$ cat src/design/urlpd_pkg.sv
// ----------------------------------------------------------------------------
// urlpd_pkg
// Shared types, character codes and the hex digit decoder of the URL
// percent decoder.
// ----------------------------------------------------------------------------
package urlpd_pkg;

    localparam logic [7:0] CHAR_PCT   = 8'h25;
    localparam logic [7:0] CHAR_PLUS  = 8'h2B;
    localparam logic [7:0] CHAR_SPACE = 8'h20;
    localparam logic [7:0] CHAR_ZERO  = 8'h30;
    localparam logic [7:0] CHAR_NINE  = 8'h39;
    localparam logic [7:0] CHAR_UC_A  = 8'h41;
    localparam logic [7:0] CHAR_UC_F  = 8'h46;
    localparam logic [7:0] CHAR_LC_A  = 8'h61;
    localparam logic [7:0] CHAR_LC_F  = 8'h66;

    // Letters a..f / A..F carry their value minus 9 in the low nibble.
    localparam logic [3:0] HEX_ALPHA_ADJ = 4'd9;

    localparam int unsigned BURST_MAX = 3;

    typedef enum logic [1:0] {
        ESC_IDLE  = 2'd0,
        ESC_PCT   = 2'd1,
        ESC_DIGIT = 2'd2
    } esc_phase_t;

    typedef struct packed {
        logic       ok;
        logic [3:0] val;
    } hex_t;

    // Up to three decoded bytes caused by one input word, in output order.
    typedef struct packed {
        logic [BURST_MAX-1:0][7:0] bytes;
        logic [1:0]                count;
        logic                      last;
    } burst_t;

    function automatic hex_t hex_decode(input logic [7:0] c);
        hex_t h;
        h.ok  = 1'b0;
        h.val = c[3:0];
        if (c >= CHAR_ZERO && c <= CHAR_NINE) begin
            h.ok = 1'b1;
        end
        else if ((c >= CHAR_UC_A && c <= CHAR_UC_F) || (c >= CHAR_LC_A && c <= CHAR_LC_F))
        begin
            h.ok  = 1'b1;
            h.val = c[3:0] + HEX_ALPHA_ADJ;
        end
        return h;
    endfunction

endpackage

$ cat src/design/urlpd_front.sv
// ----------------------------------------------------------------------------
// urlpd_front
// Accepts raw bytes, tracks the escape state and turns each word into a
// burst of zero to three decoded bytes for the queue.
// ----------------------------------------------------------------------------
module urlpd_front
    import urlpd_pkg::*;
(
    input  logic       clk,
    input  logic       rst_n,
    input  logic       in_valid,
    output logic       in_ready,
    input  logic [7:0] in_byte,
    input  logic       in_last,
    input  logic       q_ready,
    output logic       q_push,
    output burst_t     q_data
);

    esc_phase_t phase_reg;
    esc_phase_t phase_next;
    logic [7:0] held_reg;
    logic [7:0] held_next;

    hex_t       cur_hex;
    hex_t       held_hex;
    logic [7:0] mapped;
    logic       is_pct;
    logic       accept;
    burst_t     burst;

    assign in_ready = q_ready;
    assign accept   = in_valid && q_ready;
    assign cur_hex  = hex_decode(in_byte);
    assign held_hex = hex_decode(held_reg);
    assign is_pct   = (in_byte == CHAR_PCT);
    assign mapped   = (in_byte == CHAR_PLUS) ? CHAR_SPACE : in_byte;

    always_comb
    begin
        burst       = '0;
        burst.last  = in_last;
        phase_next  = ESC_IDLE;
        held_next   = held_reg;

        case (phase_reg)
            ESC_PCT:
            begin
                if (cur_hex.ok) begin
                    phase_next = ESC_DIGIT;
                    held_next  = in_byte;
                end
                else begin
                    burst.bytes[0] = CHAR_PCT;
                    if (is_pct) begin
                        phase_next  = ESC_PCT;
                        burst.count = 2'd1;
                    end
                    else begin
                        burst.bytes[1] = mapped;
                        burst.count    = 2'd2;
                    end
                end
            end
            ESC_DIGIT:
            begin
                held_next = '0;
                if (cur_hex.ok) begin
                    burst.bytes[0] = {held_hex.val, cur_hex.val};
                    burst.count    = 2'd1;
                end
                else begin
                    burst.bytes[0] = CHAR_PCT;
                    burst.bytes[1] = held_reg;
                    if (is_pct) begin
                        phase_next  = ESC_PCT;
                        burst.count = 2'd2;
                    end
                    else begin
                        burst.bytes[2] = mapped;
                        burst.count    = 2'd3;
                    end
                end
            end
            default:
            begin
                if (is_pct) begin
                    phase_next = ESC_PCT;
                end
                else begin
                    burst.bytes[0] = mapped;
                    burst.count    = 2'd1;
                end
            end
        endcase

        // Flush a pending escape at end of string.
        if (in_last) begin
            if (phase_next == ESC_PCT) begin
                case (burst.count)
                    2'd0:    burst.bytes[0] = CHAR_PCT;
                    2'd1:    burst.bytes[1] = CHAR_PCT;
                    default: burst.bytes[2] = CHAR_PCT;
                endcase
                burst.count = burst.count + 2'd1;
            end
            else if (phase_next == ESC_DIGIT) begin
                burst.bytes[0] = CHAR_PCT;
                burst.bytes[1] = in_byte;
                burst.count    = 2'd2;
            end
            phase_next = ESC_IDLE;
            held_next  = '0;
        end
    end

    assign q_push = accept && (burst.count != 2'd0);
    assign q_data = burst;

    always_ff @(posedge clk or negedge rst_n)
    begin
        if (!rst_n) begin
            phase_reg <= ESC_IDLE;
            held_reg  <= '0;
        end
        else if (accept) begin
            phase_reg <= phase_next;
            held_reg  <= held_next;
        end
    end

endmodule

$ cat src/design/urlpd_queue.sv
// ----------------------------------------------------------------------------
// urlpd_queue
// Short first-in first-out queue of bursts between front and back.
// ----------------------------------------------------------------------------
module urlpd_queue
    import urlpd_pkg::*;
#(
    parameter int unsigned DEPTH = 2
)
(
    input  logic   clk,
    input  logic   rst_n,
    input  logic   push,
    input  burst_t push_data,
    output logic   not_full,
    input  logic   pop,
    output logic   not_empty,
    output burst_t head
);

    localparam int unsigned PTR_W = (DEPTH > 1) ? $clog2(DEPTH) : 1;
    localparam int unsigned CNT_W = $clog2(DEPTH + 1);
    localparam logic [PTR_W-1:0] PTR_LAST = PTR_W'(DEPTH - 1);
    localparam logic [CNT_W-1:0] CNT_FULL = CNT_W'(DEPTH);

    burst_t            mem_reg [DEPTH];
    logic [PTR_W-1:0]  wr_ptr_reg;
    logic [PTR_W-1:0]  wr_ptr_next;
    logic [PTR_W-1:0]  rd_ptr_reg;
    logic [PTR_W-1:0]  rd_ptr_next;
    logic [CNT_W-1:0]  count_reg;
    logic [CNT_W-1:0]  count_next;
    logic              do_push;
    logic              do_pop;

    assign not_full  = (count_reg != CNT_FULL);
    assign not_empty = (count_reg != '0);
    assign head      = mem_reg[rd_ptr_reg];
    assign do_push   = push && not_full;
    assign do_pop    = pop && not_empty;

    always_comb
    begin
        wr_ptr_next = wr_ptr_reg;
        rd_ptr_next = rd_ptr_reg;
        count_next  = count_reg;
        if (do_push) begin
            wr_ptr_next = (wr_ptr_reg == PTR_LAST) ? '0 : wr_ptr_reg + 1'b1;
        end
        if (do_pop) begin
            rd_ptr_next = (rd_ptr_reg == PTR_LAST) ? '0 : rd_ptr_reg + 1'b1;
        end
        if (do_push && !do_pop) begin
            count_next = count_reg + 1'b1;
        end
        else if (do_pop && !do_push) begin
            count_next = count_reg - 1'b1;
        end
    end

    always_ff @(posedge clk or negedge rst_n)
    begin
        if (!rst_n) begin
            wr_ptr_reg <= '0;
            rd_ptr_reg <= '0;
            count_reg  <= '0;
        end
        else begin
            wr_ptr_reg <= wr_ptr_next;
            rd_ptr_reg <= rd_ptr_next;
            count_reg  <= count_next;
        end
    end

    always_ff @(posedge clk)
    begin
        if (do_push) begin
            mem_reg[wr_ptr_reg] <= push_data;
        end
    end

endmodule

$ cat src/design/urlpd_back.sv
// ----------------------------------------------------------------------------
// urlpd_back
// Feeds the head burst to the output register one byte per cycle unless stalled.
// ----------------------------------------------------------------------------
module urlpd_back
    import urlpd_pkg::*;
(
    input  logic       clk,
    input  logic       rst_n,
    input  logic       head_valid,
    input  burst_t     head,
    output logic       pop,
    output logic       out_valid,
    input  logic       out_ready,
    output logic [7:0] out_byte,
    output logic       out_last
);

    logic [1:0] idx_reg;
    logic [1:0] idx_next;
    logic       out_valid_reg;
    logic       out_valid_next;
    logic [7:0] out_byte_reg;
    logic       out_last_reg;
    logic       load;
    logic       final_byte;
    logic [7:0] sel_byte;

    assign load       = head_valid && (!out_valid_reg || out_ready);
    assign final_byte = (idx_reg == head.count - 2'd1);
    assign pop        = load && final_byte;

    always_comb
    begin
        case (idx_reg)
            2'd0:    sel_byte = head.bytes[0];
            2'd1:    sel_byte = head.bytes[1];
            default: sel_byte = head.bytes[2];
        endcase
    end

    always_comb
    begin
        idx_next       = idx_reg;
        out_valid_next = out_valid_reg;
        if (load) begin
            idx_next       = final_byte ? 2'd0 : idx_reg + 2'd1;
            out_valid_next = 1'b1;
        end
        else if (out_ready) begin
            out_valid_next = 1'b0;
        end
    end

    always_ff @(posedge clk or negedge rst_n)
    begin
        if (!rst_n) begin
            idx_reg       <= '0;
            out_valid_reg <= 1'b0;
        end
        else begin
            idx_reg       <= idx_next;
            out_valid_reg <= out_valid_next;
        end
    end

    always_ff @(posedge clk)
    begin
        if (load) begin
            out_byte_reg <= sel_byte;
            out_last_reg <= head.last && final_byte;
        end
    end

    assign out_valid = out_valid_reg;
    assign out_byte  = out_byte_reg;
    assign out_last  = out_last_reg;

    // Queue never holds an empty burst.
    a_head_nonempty: assert property (@(posedge clk) disable iff (!rst_n)
        head_valid |-> head.count != 2'd0)
        else $error("empty burst at queue head");

    // Byte index stays inside the head burst.
    a_idx_in_range: assert property (@(posedge clk) disable iff (!rst_n)
        head_valid |-> idx_reg < head.count)
        else $error("byte index beyond burst");

    // Retiring a burst presents its final byte with the burst's last flag.
    a_pop_last: assert property (@(posedge clk) disable iff (!rst_n)
        pop |=> out_valid_reg && (out_last_reg == $past(head.last)))
        else $error("burst retired without matching last flag");

endmodule

$ cat src/design/url_percent_decoder.sv
// ----------------------------------------------------------------------------
// url_percent_decoder
// Streaming URL percent decoder: '%hh' becomes one byte, '+' a space, broken
// escapes pass through literally, pending escapes flush at end of string.
// ----------------------------------------------------------------------------
//
//  Channel | Signals                                  | Word
//  --------+------------------------------------------+--------------------
//  input   | in_valid, in_ready, in_byte, in_last     | one encoded byte
//  output  | out_valid, out_ready, out_byte, out_last | one decoded byte
//
//  One input word is taken per cycle while the queue is not full. Each word
//  makes zero to three decoded bytes; the output register drains one byte
//  per cycle while out_ready is high; a burst of n bytes makes n words.
//  A burst is registered in the queue, then byte by byte in the output register.
//  The burst queue (QUEUE_DEPTH entries) decouples the sides: in_ready
//  drops only while the queue is full, independent of out_ready.
//  Reset clears the escape state, queue pointers and output valid.
//
module url_percent_decoder
    import urlpd_pkg::*;
#(
    parameter int unsigned QUEUE_DEPTH = 2
)
(
    input  logic       clk,
    input  logic       rst_n,
    input  logic       in_valid,
    output logic       in_ready,
    input  logic [7:0] in_byte,
    input  logic       in_last,
    output logic       out_valid,
    input  logic       out_ready,
    output logic [7:0] out_byte,
    output logic       out_last
);

    // Front to queue: burst and push strobe; queue to back: head word.
    logic   q_push;
    logic   q_not_full;
    burst_t q_push_data;
    logic   q_pop;
    logic   q_not_empty;
    burst_t q_head;

    // Classify each byte and build its burst.
    urlpd_front u_front (
        .clk      (clk),
        .rst_n    (rst_n),
        .in_valid (in_valid),
        .in_ready (in_ready),
        .in_byte  (in_byte),
        .in_last  (in_last),
        .q_ready  (q_not_full),
        .q_push   (q_push),
        .q_data   (q_push_data)
    );

    // Hold bursts until the output side has room.
    urlpd_queue #(
        .DEPTH (QUEUE_DEPTH)
    ) u_queue (
        .clk       (clk),
        .rst_n     (rst_n),
        .push      (q_push),
        .push_data (q_push_data),
        .not_full  (q_not_full),
        .pop       (q_pop),
        .not_empty (q_not_empty),
        .head      (q_head)
    );

    // Advance through the head burst one byte per output word.
    urlpd_back u_back (
        .clk        (clk),
        .rst_n      (rst_n),
        .head_valid (q_not_empty),
        .head       (q_head),
        .pop        (q_pop),
        .out_valid  (out_valid),
        .out_ready  (out_ready),
        .out_byte   (out_byte),
        .out_last   (out_last)
    );

endmodule
$ cat config.mk
export PLATFORM = sky130hd
export DESIGN_NAME = url_percent_decoder
export DESIGN_NICKNAME = d
export VERILOG_FILES = /design/src/design/urlpd_pkg.sv /design/src/design/urlpd_front.sv /design/src/design/urlpd_queue.sv /design/src/design/urlpd_back.sv /design/src/design/url_percent_decoder.sv
export SDC_FILE = /design/constraint.sdc
export NUM_CORES = 1
export LEC_CHECK = 0
export BUFFER_PORTS_ARGS = -buffer_cell sky130_fd_sc_hd__buf_2
export CAP_MARGIN = 20
export CELL_PAD_IN_SITES_DETAIL_PLACEMENT = 1
export CELL_PAD_IN_SITES_GLOBAL_PLACEMENT = 1
export CORE_ASPECT_RATIO = 0.7
export CORE_UTILIZATION = 40
export CTS_BUF_LIST = sky130_fd_sc_hd__clkbuf_4 sky130_fd_sc_hd__clkbuf_8
export DETAILED_ROUTE_END_ITERATION = 12
export PLACE_DENSITY = 0.74
export RECOVER_POWER = 50
export SLEW_MARGIN = 20
export SYNTH_ARGS = -nofsm -noshare
export SYNTH_HDL_FRONTEND = slang
export SYNTH_HIERARCHICAL = 1
export SYNTH_SLANG_ARGS = --single-unit
$ cat constraint.sdc
create_clock -name clk -period 7.8 [get_ports clk]
set_clock_uncertainty 0.1 [all_clocks]
set_input_delay 0.78 -clock clk [delete_from_list [all_inputs] [get_ports clk]]
set_output_delay 0.78 -clock clk [all_outputs]
set_load 0.05 [all_outputs]
== After elaboration in Yosys (flattened, before gate mapping) ==
Memories as Yosys holds them, arrays and structs flattened.
Cells that the tools add are included.

* RAM bits: 54
* Logic and storage cells: 113
* Register bits: 26
* Bits in read-only memories: 0
* Latch bits: 0
* Output and inout port bits: 11
* Input bits: 13
* Memories kept: 1

{| class="wikitable"
|+ Memories
! name !! depth !! width !! read ports !! clocked after memory_dff !! write ports !! line !! text
|-
| u_queue.mem_reg || 2 || 27 || 1 || 0 || 1 || urlpd_queue.sv:26 || <nowiki>burst_t mem_reg [DEPTH];</nowiki>
|}

* Magnitude comparators: 12
* Reductions and logical operators: 30
* Add/sub/neg operators: 9
* Multipliers: 0
* Bitwise operators: 0
* Equal/unequal tests: 11
* Shifts and indexed selects: 0
* Div/mod/pow operators: 0
* Mux-type cells: 41

{| class="wikitable"
|+ Operators with widths
! kind !! number
|-
| $mux W8 || 9
|-
| $mux W18 || 3
|-
| $pmux W8 S2 || 3
|-
| $ge A8 B7 Y1 const B || 4
|-
| $le A8 B7 Y1 const B || 4
|-
| $mux W26 || 1
|-
| $mux W10 || 2
|-
| $pmux W10 S2 || 1
|-
| $eq A8 B6 Y1 const B || 2
|-
| $ge A8 B6 Y1 const B || 2
|-
| $le A8 B6 Y1 const B || 2
|-
| $mux W16 || 1
|-
| $logic_and A1 B1 Y1 || 15
|-
| $mux W2 || 7
|-
| $mux W4 || 3
|-
| $mux W1 || 9
|-
| $add A4 B4 Y4 const B || 2
|-
| $eq A2 B1 Y1 const B || 4
|-
| $reduce_bool A2 Y1 || 4
|-
| $add A2 B1 Y2 const B || 3
|-
| $mux W5 || 1
|-
| $eq A2 B2 Y1 const B || 2
|-
| $logic_not A2 Y1 || 2
|-
| $pmux W2 S2 || 1
|-
| other kinds (10) || 16
|}

== Longest topological paths before layout ==
Gate-level depths: netlist (run 1).

* Word-level depth: 19
* Gate-level depth with buffers: 17
* Mapped depth without buffers: 15

== By module ==
Netlist (run 1), hierarchy kept.

{| class="wikitable"
|+ Modules (own cells, without submodules)
! module !! seq. area each (sq um) !! area each (sq um) !! instances !! cells each
|-
| urlpd_queue || 1721.7 || 2242.2 || 1 || 102
|-
| urlpd_front || 250.2 || 1436.4 || 1 || 184
|-
| urlpd_back || 345.3 || 631.9 || 1 || 62
|}

== Worst setup path after synthesis (run 1) ==
No wires, ideal clock.

* Path kind: input to register
* From: input port in_byte[0]
* To: memory u_queue/mem_reg[0][0] (netlist bit) (enable)
* Data required time: 7289 ps
* Path slack: 3346 ps
* Cell stages on the path: 13
* Setup time: 411 ps
* Buffers on the path: 2
* Data arrival time: 3943 ps
* Path through: clkbuf_1 inv_1 ha_1 o21ba_2 o21ai_0 buf_2 and4_1 nor2_1 ha_1 a2bb2oi_1 o21ba_2 nand2_1 nor2_1

{| class="wikitable"
|+ RTL lines
! element !! line !! text
|-
| start, declared || url_percent_decoder.sv:30 || <nowiki>input logic [7:0] in_byte,</nowiki>
|-
| end, declared || urlpd_queue.sv:26 ||
|}

==> flow_summary.toml, run 1 <==
[synthesis]
yosys.cell_count.top_type = "edfxtp_1"
synth_seq_area_share_pct = 53.8
ys_ff_latch = 80
synth_area_um2 = 4310
synth-edff-count = 63
synthesis.nets = 375
synth_top_family_by_area = "simple AND/OR/NAND/NOR gates"
synthXorXnorAreaFrac_pct = 1.42
synth_fa_ha_area_share_pct = 4.06
yosys.area.top_type = "edfxtp_1"
synth_top_flop_cell = "edfxtp_1"
netlist_instances = 348
postSynthAreaPerCell_um2 = 12.4
synth_common_cells = "edfxtp_1, nand2_1, mux2_4"
muxShareOfSynthArea_pct = 9.72
ys_top_cells_by_area = "edfxtp_1, dfrtp_1, mux2_4, ha_1, nand2_1"
yosysWarnings = 6
async_reset_ff_share_pct = 21.3
synth_compound_area_share_pct = 13.1
ys_types = 62
synth-simple-area-share_pct = 13.6
synth_top_area_share_pct = 43.9

[final_layout]
nets = 393
seq_area_um2 = 2320
n_fill_cell = 1121
multi_input_area_um2 = 1780
n_antenna_cell = 0
drive_gt1_share_pct = 16.7
largest_reg_flops = 54
syn2layout_area_growth_pct = 8.16

[clock_network]
clock-sinks = 80
clk_latency_ps = 360
hold_buffers = 0
clkSlewWorstSetupHoldPaths_ps = 90
cts_tree = "done"
numCtsBuffers = 9
cts_buffer_depth = 2
htree_levels = 3
cts_resized = 0
cts_setup_buffers = 0
cts_root_buffer = "clkbuf_8"

[setup_path]
crit_type = "primary input to flop"
end_kind = "flop"
critPathRequiredTime_ps = 7720
r2r_end = "u_queue/count_reg[1]$_DFFE_PN0P_"
critPathArrivalTime_ps = 4010
critPathBufInv = 4
critPathLaunchType = "primary input"
path_delay_family = "buffers and inverters"
reg2reg_slack_ps = 4040
reg2reg_depth = 11
cp_cell_sequence = "clkbuf_1, inv_1, ha_1, o21ba_2, o21ai_0, clkbuf_1, and4_1, nor2_1, ha_1, a2bb2oi_1, o21ba_2, nand2_1, nor2_2, buf_4"
reg2reg_from = "u_queue/rd_ptr_reg$_DFFE_PN0P_"
cp_max_fo = 27
slowest_stage = "clkbuf_1"
slowest_delay_ps = 470

[timing]
hold_violations = 0
max_freq_ghz = 0.245
slew_violations = 29
tightest_slew_ps = 1970
setup_viol = 0
fin_crit_sh_pct = 52.4
rsz0062_at_grt = "false"
relSlewSlack_pct = -31.1
holdWs_ps = 390
layout_min_cycle_time_ps = 4090
setup_slack_ps = 3710
fin_setup_tns_ps = 0

[floorplan]
dieArea_um2 = 11200
die_h_um = 88.9
fp.dieW_um = 126
pin_count = 24
start_util_pct = 41.5
num_rows = 31
core-area_um2 = 10400

[placed_design]
dp_slack_ps = 3940
dp_hpwl_um = 7570
portBuffers = 23
place_congestion = 0.836

[power_and_ir_drop]
p_per_area_nw_per_um2 = 329
ir_drop_uv = 115
p_leak_nw = 1.76

[job]
drv_cap = 1

[detailed_routing]
drc_errors = 0
drt_pass1_iterations = 5
drt-total-wl_um = 10600
num_vias = 2939
wl_per_cell_um = 21.1
drt_iter0_markers = 260
ant_nets = 0
routed_via_density = 5.84

[global_route]
grt_pass1_vias = 2923
grtUsageTotal_pct = 20.0
grt_max_degree = 29
antenna_found_initial = 0
overflow = 0
grt_first_pass_wirelength_um = 16600

[worst_hold_path]
hp-class = "flop to flop"
min_to = "u_queue/count_reg[1]$_DFFE_PN0P_"
hold_start = "u_queue/count_reg[1]$_DFFE_PN0P_"
hold_path_depth = 1

[run_status]
status = "complete, but fails checks"
failed_checks = "capacitance limit, slew limit"
[power breakdown]
group | switching (W) | total (W) | internal, W
Combinational | 0.000357 | 0.000554 | 0.000197
Clock | 0.000162 | 0.000346 | 0.000184
Sequential | 0.0000368 | 0.000636 | 0.000599
Total | 0.000556 | 0.00154 | 0.000980
[cells by family after synthesis]
group                    count (synthesis)
multiplexers                            31
flip-flops                              80
adder cells (fa/ha/maj)                 14
buffers and inverters                   35
XOR/XNOR                                 7
AND/OR/NAND/NOR                        105
AO/OA/AOI/OAI                           76
[cells in the final DEF (no fill, tap or decap), types with 3 or more instances in the layout]
cell,instances
nor2_1,15
ha_1,14
mux2_1,4
nor3_1,6
a21oi_1,9
a22o_1,13
and2_0,4
buf_2,9
edfxtp_1,63
and2_1,6
nand3_1,6
and3_1,3
a32oi_1,7
clkbuf_8,9
mux2_2,10
xnor2_1,5
nand2b_1,8
mux2_4,16
nand2_1,35
o21a_1,3
nor2b_1,4
a22oi_1,10
a31oi_1,3
o211ai_1,3
o21ai_0,11
clkbuf_1,16
inv_1,15
dfrtp_1,17
[per-layer routing]
| layer | routed length (um) | GRT usage, % | vias up |
|---|---|---|---|
| li1 | - | - | 1339 |
| met1 | 5060 | 28.7 | 1481 |
| met2 | 4750 | 30.4 | 107 |
| met3 | 656 | 4.29 | 12 |
| met4 | 126 | 5.91 | 0 |
| met5 | 0 | 0 | - |
[metrics by stage]
step	cell area [um^2]	util, %	instances	total power (W)
3_3_place_gp	4490	43.2	487	0.00120
4_1_cts	4720	45.4	503	0.00157
2_1_floorplan	4310	-	348	0.00111
6_report	4660	44.8	503	0.00154
3_5_place_dp	4490	43.2	487	0.00122
5_1_grt	4660	44.8	503	0.00161
[worst max-delay path by stage]
stage | cells after the start | start | slack [ps] | to
after floorplan | 13 | in_byte[0] | 3350 | u_queue/mem_reg[0][0]$_DFFE_PP_
after global placement | 14 | in_byte[0] | 4050 | u_queue/mem_reg[0][22]$_DFFE_PP_
after detailed placement | 14 | in_byte[0] | 3940 | u_queue/mem_reg[0][25]$_DFFE_PP_
after CTS | 11 | u_front/phase_reg[0]$_DFFE_PN0P_ | 4220 | u_queue/mem_reg[0][22]$_DFFE_PP_
after global routing | 14 | in_byte[0] | 3600 | u_queue/mem_reg[0][12]$_DFFE_PP_
final | 14 | in_byte[0] | 3710 | u_queue/mem_reg[0][22]$_DFFE_PP_
[worst reg2reg max path, delay by kind of cell, from the launching register on]
| kind | cells | cell delay [ps] |
|---|---|---|
| buffers and inverters | 1 | 1400 |
| multiplexers | 1 | 490 |
| AND/OR/NAND/NOR | 4 | 550 |
| flip-flops | 1 | 330 |
| XOR/XNOR | 3 | 510 |
| adder cells (fa/ha/maj) | 1 | 210 |
| AO/OA/AOI/OAI | 1 | 100 |
[layout make-up]
| type | count | area share (%) |
|---|---|---|
| Tap cell | 132 | 3.54 |
| Clock inverter | 7 | 2.17 |
| Timing Repair Buffer | 27 | 2.58 |
| Multi-Input combinational cell | 233 | 38.1 |
| Sequential cell | 80 | 49.7 |
| Clock buffer | 9 | 2.66 |
| Inverter | 15 | 1.21 |
Note: power is estimated with default switching activity, not from simulation.
==> run 2, diff against run 1 <==
--- a/config.mk
+++ b/config.mk
@@ -13,7 +13,7 @@
 export CORE_UTILIZATION = 40
 export CTS_BUF_LIST = sky130_fd_sc_hd__clkbuf_4 sky130_fd_sc_hd__clkbuf_8
 export DETAILED_ROUTE_END_ITERATION = 12
-export PLACE_DENSITY = 0.74
+export PLACE_DENSITY = 0.76
 export RECOVER_POWER = 50
 export SLEW_MARGIN = 20
 export SYNTH_ARGS = -nofsm -noshare
==> constraint.sdc (replaced) <==
create_clock -name clk -period 3.6 [get_ports clk]
set_clock_uncertainty 0.1 [all_clocks]
set_input_delay 0.36 -clock clk [delete_from_list [all_inputs] [get_ports clk]]
set_output_delay 0.36 -clock clk [all_outputs]
set_load 0.05 [all_outputs]
==> flow_summary.toml, run 2 (synthesis gave the netlist of run 1 again) <==
[clock_network]
clkSlewWorstSetupHoldPaths_ps = 90
numCtsBuffers = 9
cts_setup_buffers = 0
cts_tree = "done"
cts_buffer_depth = 2
htree_levels = 3
cts_root_buffer = "clkbuf_8"
clk_latency_ps = 360
clock-sinks = 80
cts_resized = 0

[detailed_routing]
wl_per_cell_um = 20.5
drt_pass1_iterations = 5
routed_via_density = 5.66
drt_iter0_markers = 211
num_vias = 2881
ant_nets = 0
drt-total-wl_um = 10400
drc_errors = 0

[setup_path]
end_kind = "flop"
critPathArrivalTime_ps = 3390
cp_common_cell = "ha_1"
cp_cell_sequence = "inv_1, ha_1, nor2_1, a211oi_1, nand3_1, ha_1, a2bb2oi_1, o21ba_2, nand2_1, inv_1, ha_1, nor2_1, xor2_1"
r2r_end = "u_queue/count_reg[1]$_DFFE_PN0P_"
reg2reg_depth = 13
reg2reg_from = "u_front/phase_reg[1]$_DFFE_PN0P_"
path_delay_family = "adder cells"
slowest_delay_ps = 400
critPathLaunchType = "flop"
critPathRequiredTime_ps = 3770
cp_max_fo = 8
reg2reg_slack_ps = 380
crit_type = "flop to flop"
slowest_stage = "dfrtp_1"
critPathBufInv = 2

[timing]
layout_min_cycle_time_ps = 3220
slew_violations = 0
setup_viol = 0
holdWs_ps = 253
setup_slack_ps = 382
relSlewSlack_pct = 23.7
max_freq_ghz = 0.311
hold_violations = 0
tightest_slew_ps = 1130
fin_crit_sh_pct = 89.4
fin_setup_tns_ps = 0
rsz0062_at_grt = "false"

[final_layout]
drive_gt1_share_pct = 19.4
n_fill_cell = 1123
final_cell_mix = "edfxtp_1, nand2_1, mux2_4"
n_antenna_cell = 0
final_common_cell = "edfxtp_1"
largest_reg_flops = 54
nets = 399
syn2layout_area_growth_pct = 9.78

[floorplan]
num_rows = 31
pin_count = 24
dieArea_um2 = 11200
start_util_pct = 41.5
core-area_um2 = 10400
die_h_um = 88.9
fp.dieW_um = 126

[global_route]
grtUsageTotal_pct = 19.8
grt_first_pass_wirelength_um = 16500
grt_max_degree = 28
grt_pass1_vias = 2964
overflow = 0
antenna_found_initial = 0

[placed_design]
dp_hpwl_um = 7650
portBuffers = 23
place_congestion = 0.871
dp_slack_ps = 173

[worst_hold_path]
hold_start = "out_ready"
hp-class = "primary input to flop"
min_to = "u_back/out_valid$_DFFE_PN0P_"
hold_path_depth = 3

[power_and_ir_drop]
p_per_area_nw_per_um2 = 702
ir_drop_uv = 263
p_leak_nw = 1.80

[run_status]
status = "completed"

[job]
drv_cap = 0
run 2: per-layer routing:
metal / wire length (um) / vias up / global-route usage [%] / part of all wire [%]
li1: - / 1346 / - / -
met1: 5120 / 1455 / 27.7 / 49
met2: 4750 / 70 / 31.3 / 46
met3: 441 / 10 / 4.53 / 4.2
met4: 104 / 0 / 4.60 / 1.0
met5: 0 / - / 0 / 0
run 2: area by class of cell:
cell class	instances	area (um^2)	share of cell area, %
repair buffers	33	200	4.23
clock buffers	9	124	2.62
well taps	132	165	3.49
inverters	15	56.3	1.19
clock inverters	7	83.8	1.77
multi-input cells	233	1790	37.7
flip-flops and latches	80	2320	49.0
run 2: how the worst max path moves through the flow:
stage | startpoint | end | depth (start not counted)
6_report | u_front/phase_reg[1]$_DFFE_PN0P_ | u_queue/count_reg[1]$_DFFE_PN0P_ | 13
5_1_grt | in_byte[1] | u_queue/count_reg[1]$_DFFE_PN0P_ | 16
4_1_cts | u_front/phase_reg[1]$_DFFE_PN0P_ | u_queue/count_reg[1]$_DFFE_PN0P_ | 13
3_5_place_dp | in_byte[1] | u_queue/count_reg[1]$_DFFE_PN0P_ | 17
3_3_place_gp | in_byte[7] | u_queue/count_reg[1]$_DFFE_PN0P_ | 13
2_1_floorplan | in_byte[0] | u_queue/mem_reg[0][0]$_DFFE_PP_ | 13
run 2: report_power, final:
part	switching [W]	total, W	internal, W	leakage [nW]
logic	0.000789	0.00124	0.000448	0.892
clock network	0.000366	0.000700	0.000334	0.103
registers	0.0000867	0.00138	0.00130	0.809
total	0.00124	0.00332	0.00208	1.80
run 2: metrics by stage:
| step | power (W) | instances | cell area (um^2) | util [%] |
|---|---|---|---|---|
| 2_1_floorplan | 0.00241 | 348 | 4310 | - |
| 3_5_place_dp | 0.00269 | 492 | 4550 | 43.8 |
| 5_1_grt | 0.00350 | 509 | 4730 | 45.5 |
| 6_report | 0.00332 | 509 | 4730 | 45.5 |
| 3_3_place_gp | 0.00263 | 492 | 4550 | 43.8 |
| 4_1_cts | 0.00339 | 509 | 4770 | 45.9 |
run 2: what timing repair did:
item	4_1_cts	5_1_grt
setup endpoints to repair	0	0
hold endpoints to repair	17	0
hold buffers	1	0
run 2: tightest hold or removal path, cell delays in order:
cell and delay, ps:
buf_2 70, nand2b_1 170, nand2b_1 70
==> run 3, diff against run 2 <==
--- a/config.mk
+++ b/config.mk
@@ -13,7 +13,7 @@
 export CORE_UTILIZATION = 40
 export CTS_BUF_LIST = sky130_fd_sc_hd__clkbuf_4 sky130_fd_sc_hd__clkbuf_8
 export DETAILED_ROUTE_END_ITERATION = 12
-export PLACE_DENSITY = 0.76
+export PLACE_DENSITY = 0.77
 export RECOVER_POWER = 50
 export SLEW_MARGIN = 20
 export SYNTH_ARGS = -nofsm -noshare
==> flow_summary.toml, run 3 (synthesis gave the netlist of run 1 again) <==
[run_status]
status = "completed"

[final_layout]
stdcell_area_um2 = 4700
n_fill_cell = 1105
n_antenna_cell = 0
syn2layout_area_growth_pct = 9.06
nets = 400
final_common_cell = "edfxtp_1"
final_cell_mix = "edfxtp_1, nand2_1, dfrtp_1, mux2_4"
final_cells = 510
drive_gt1_share_pct = 18.8
largest_reg_flops = 54

[placed_design]
dp_hpwl_um = 7430
dpl.cell_count = 493
place_congestion = 0.867
portBuffers = 23
placed_area_um2 = 4560

[setup_path]
critPathRequiredTime_ps = 3790
critPathArrivalTime_ps = 3480
end_kind = "flop"
critPathLaunchType = "primary input"
crit_type = "primary input to flop"
cp_max_fo = 11

[timing]
max_freq_ghz = 0.304
layout_min_cycle_time_ps = 3290
setup_viol = 0
rsz0062_at_grt = "false"
slew_violations = 0
fin_crit_sh_pct = 91.5
fin_setup_tns_ps = 0
hold_violations = 0
relSlewSlack_pct = 3.27
tightest_slew_ps = 1450

[floorplan]
pin_count = 24
num_rows = 31
dieArea_um2 = 11200
start_util_pct = 41.5
fp.dieW_um = 126
core-area_um2 = 10400
die_h_um = 88.9

[clock_network]
htree_levels = 3
clk_latency_ps = 360
cts_buffer_depth = 2
numCtsBuffers = 9
cts_root_buffer = "clkbuf_8"
clock-sinks = 80
cts_setup_buffers = 0
cts_tree = "done"
clkSlewWorstSetupHoldPaths_ps = 90
cts_resized = 0

[global_route]
antenna_found_initial = 0
overflow = 0
grt_max_degree = 28
grt_first_pass_wirelength_um = 16300
grtUsageTotal_pct = 19.5
grt_pass1_vias = 2945

[detailed_routing]
ant_nets = 0
routed_via_density = 5.73
drt-total-wl_um = 10100
drt_iter0_markers = 243
num_vias = 2922
drt_pass1_iterations = 5
drc_errors = 0
wl_per_cell_um = 19.9

[worst_hold_path]
hp-class = "primary input to flop"

[power_and_ir_drop]
p_per_area_nw_per_um2 = 686
power_w = 0.00322
ir_drop_uv = 260
p_leak_nw = 1.78

[job]
drv_cap = 0
## run 3: cell types whose count changed in the layout (fill, tap and decap cells not counted), sizes merged
cell | before | now
clkinvlp | 1 | 3
inv | 19 | 17
bufinv | 1 | 0
clkbuf | 23 | 24
clkinv | 1 | 2
## run 3: metrics by stage
step	util, %	hold slack, ps	setup slack, ps
6_report	45.2	208	306
5_1_grt	45.2	219	142
4_1_cts	45.7	183	466
3_5_place_dp	43.9	225	217
3_3_place_gp	43.9	211	342
2_1_floorplan	-	-35.6	6.12
## run 3: worst paths after layout
path	depth (start not counted)	slack, ps	startpoint	to
min in group asynchronous	2	570	rst_n	u_front/phase_reg[0]$_DFFE_PN0P_
setup / recovery	16	310	in_byte[1]	u_queue/count_reg[1]$_DFFE_PN0P_
max in group asynchronous	2	2210	rst_n	u_front/held_reg[6]$_DFFE_PN0P_
setup reg to reg	14	440	u_front/phase_reg[1]$_DFFE_PN0P_	u_queue/count_reg[1]$_DFFE_PN0P_
hold reg to reg	1	410	u_queue/count_reg[1]$_DFFE_PN0P_	u_queue/count_reg[1]$_DFFE_PN0P_
hold / removal	2	210	in_byte[1]	u_front/held_reg[1]$_DFFE_PN0P_
## run 3: layout make-up
class / instances / area [um^2] / area share (%)
Clock buffer: 9 / 124 / 2.64
Inverter: 15 / 56.3 / 1.20
Sequential cell: 80 / 2320 / 49.3
Timing Repair Buffer: 34 / 201 / 4.29
Multi-Input combinational cell: 233 / 1780 / 37.9
Clock inverter: 7 / 55.1 / 1.17
Tap cell: 132 / 165 / 3.51
## run 3: worst max-delay path, cell delays in order
cell and delay [ps]:
buf_2 150, inv_1 80, ha_1 240, o21ba_2 220, o21ai_0 160, clkbuf_1 410, and4_1 300, nor2_1 70
ha_1 290, a2bb2oi_1 180, o21ba_2 240, nand2_1 120, inv_1 60, ha_1 320, nor2_1 130, xor2_1 150
## run 3: timing repair
| action | CTS | global route |
|---|---|---|
| setup endpoints to repair | 0 | 0 |
| hold buffers | 1 | 0 |
| endpoints found under the hold margin | 17 | 0 |
## run 3: per-layer routing
metal	track usage, %	share of wire, %
met1	27.3	51
met2	30.2	43
met3	4.78	4.9
met4	5.91	0.89
met5	0	0
## run 3: where the power goes
| part | switching, W | internal [W] |
|---|---|---|
| clock | 0.000351 | 0.000256 |
| sequential | 0.000101 | 0.00130 |
| combinational | 0.000772 | 0.000449 |
| total | 0.00122 | 0.00200 |
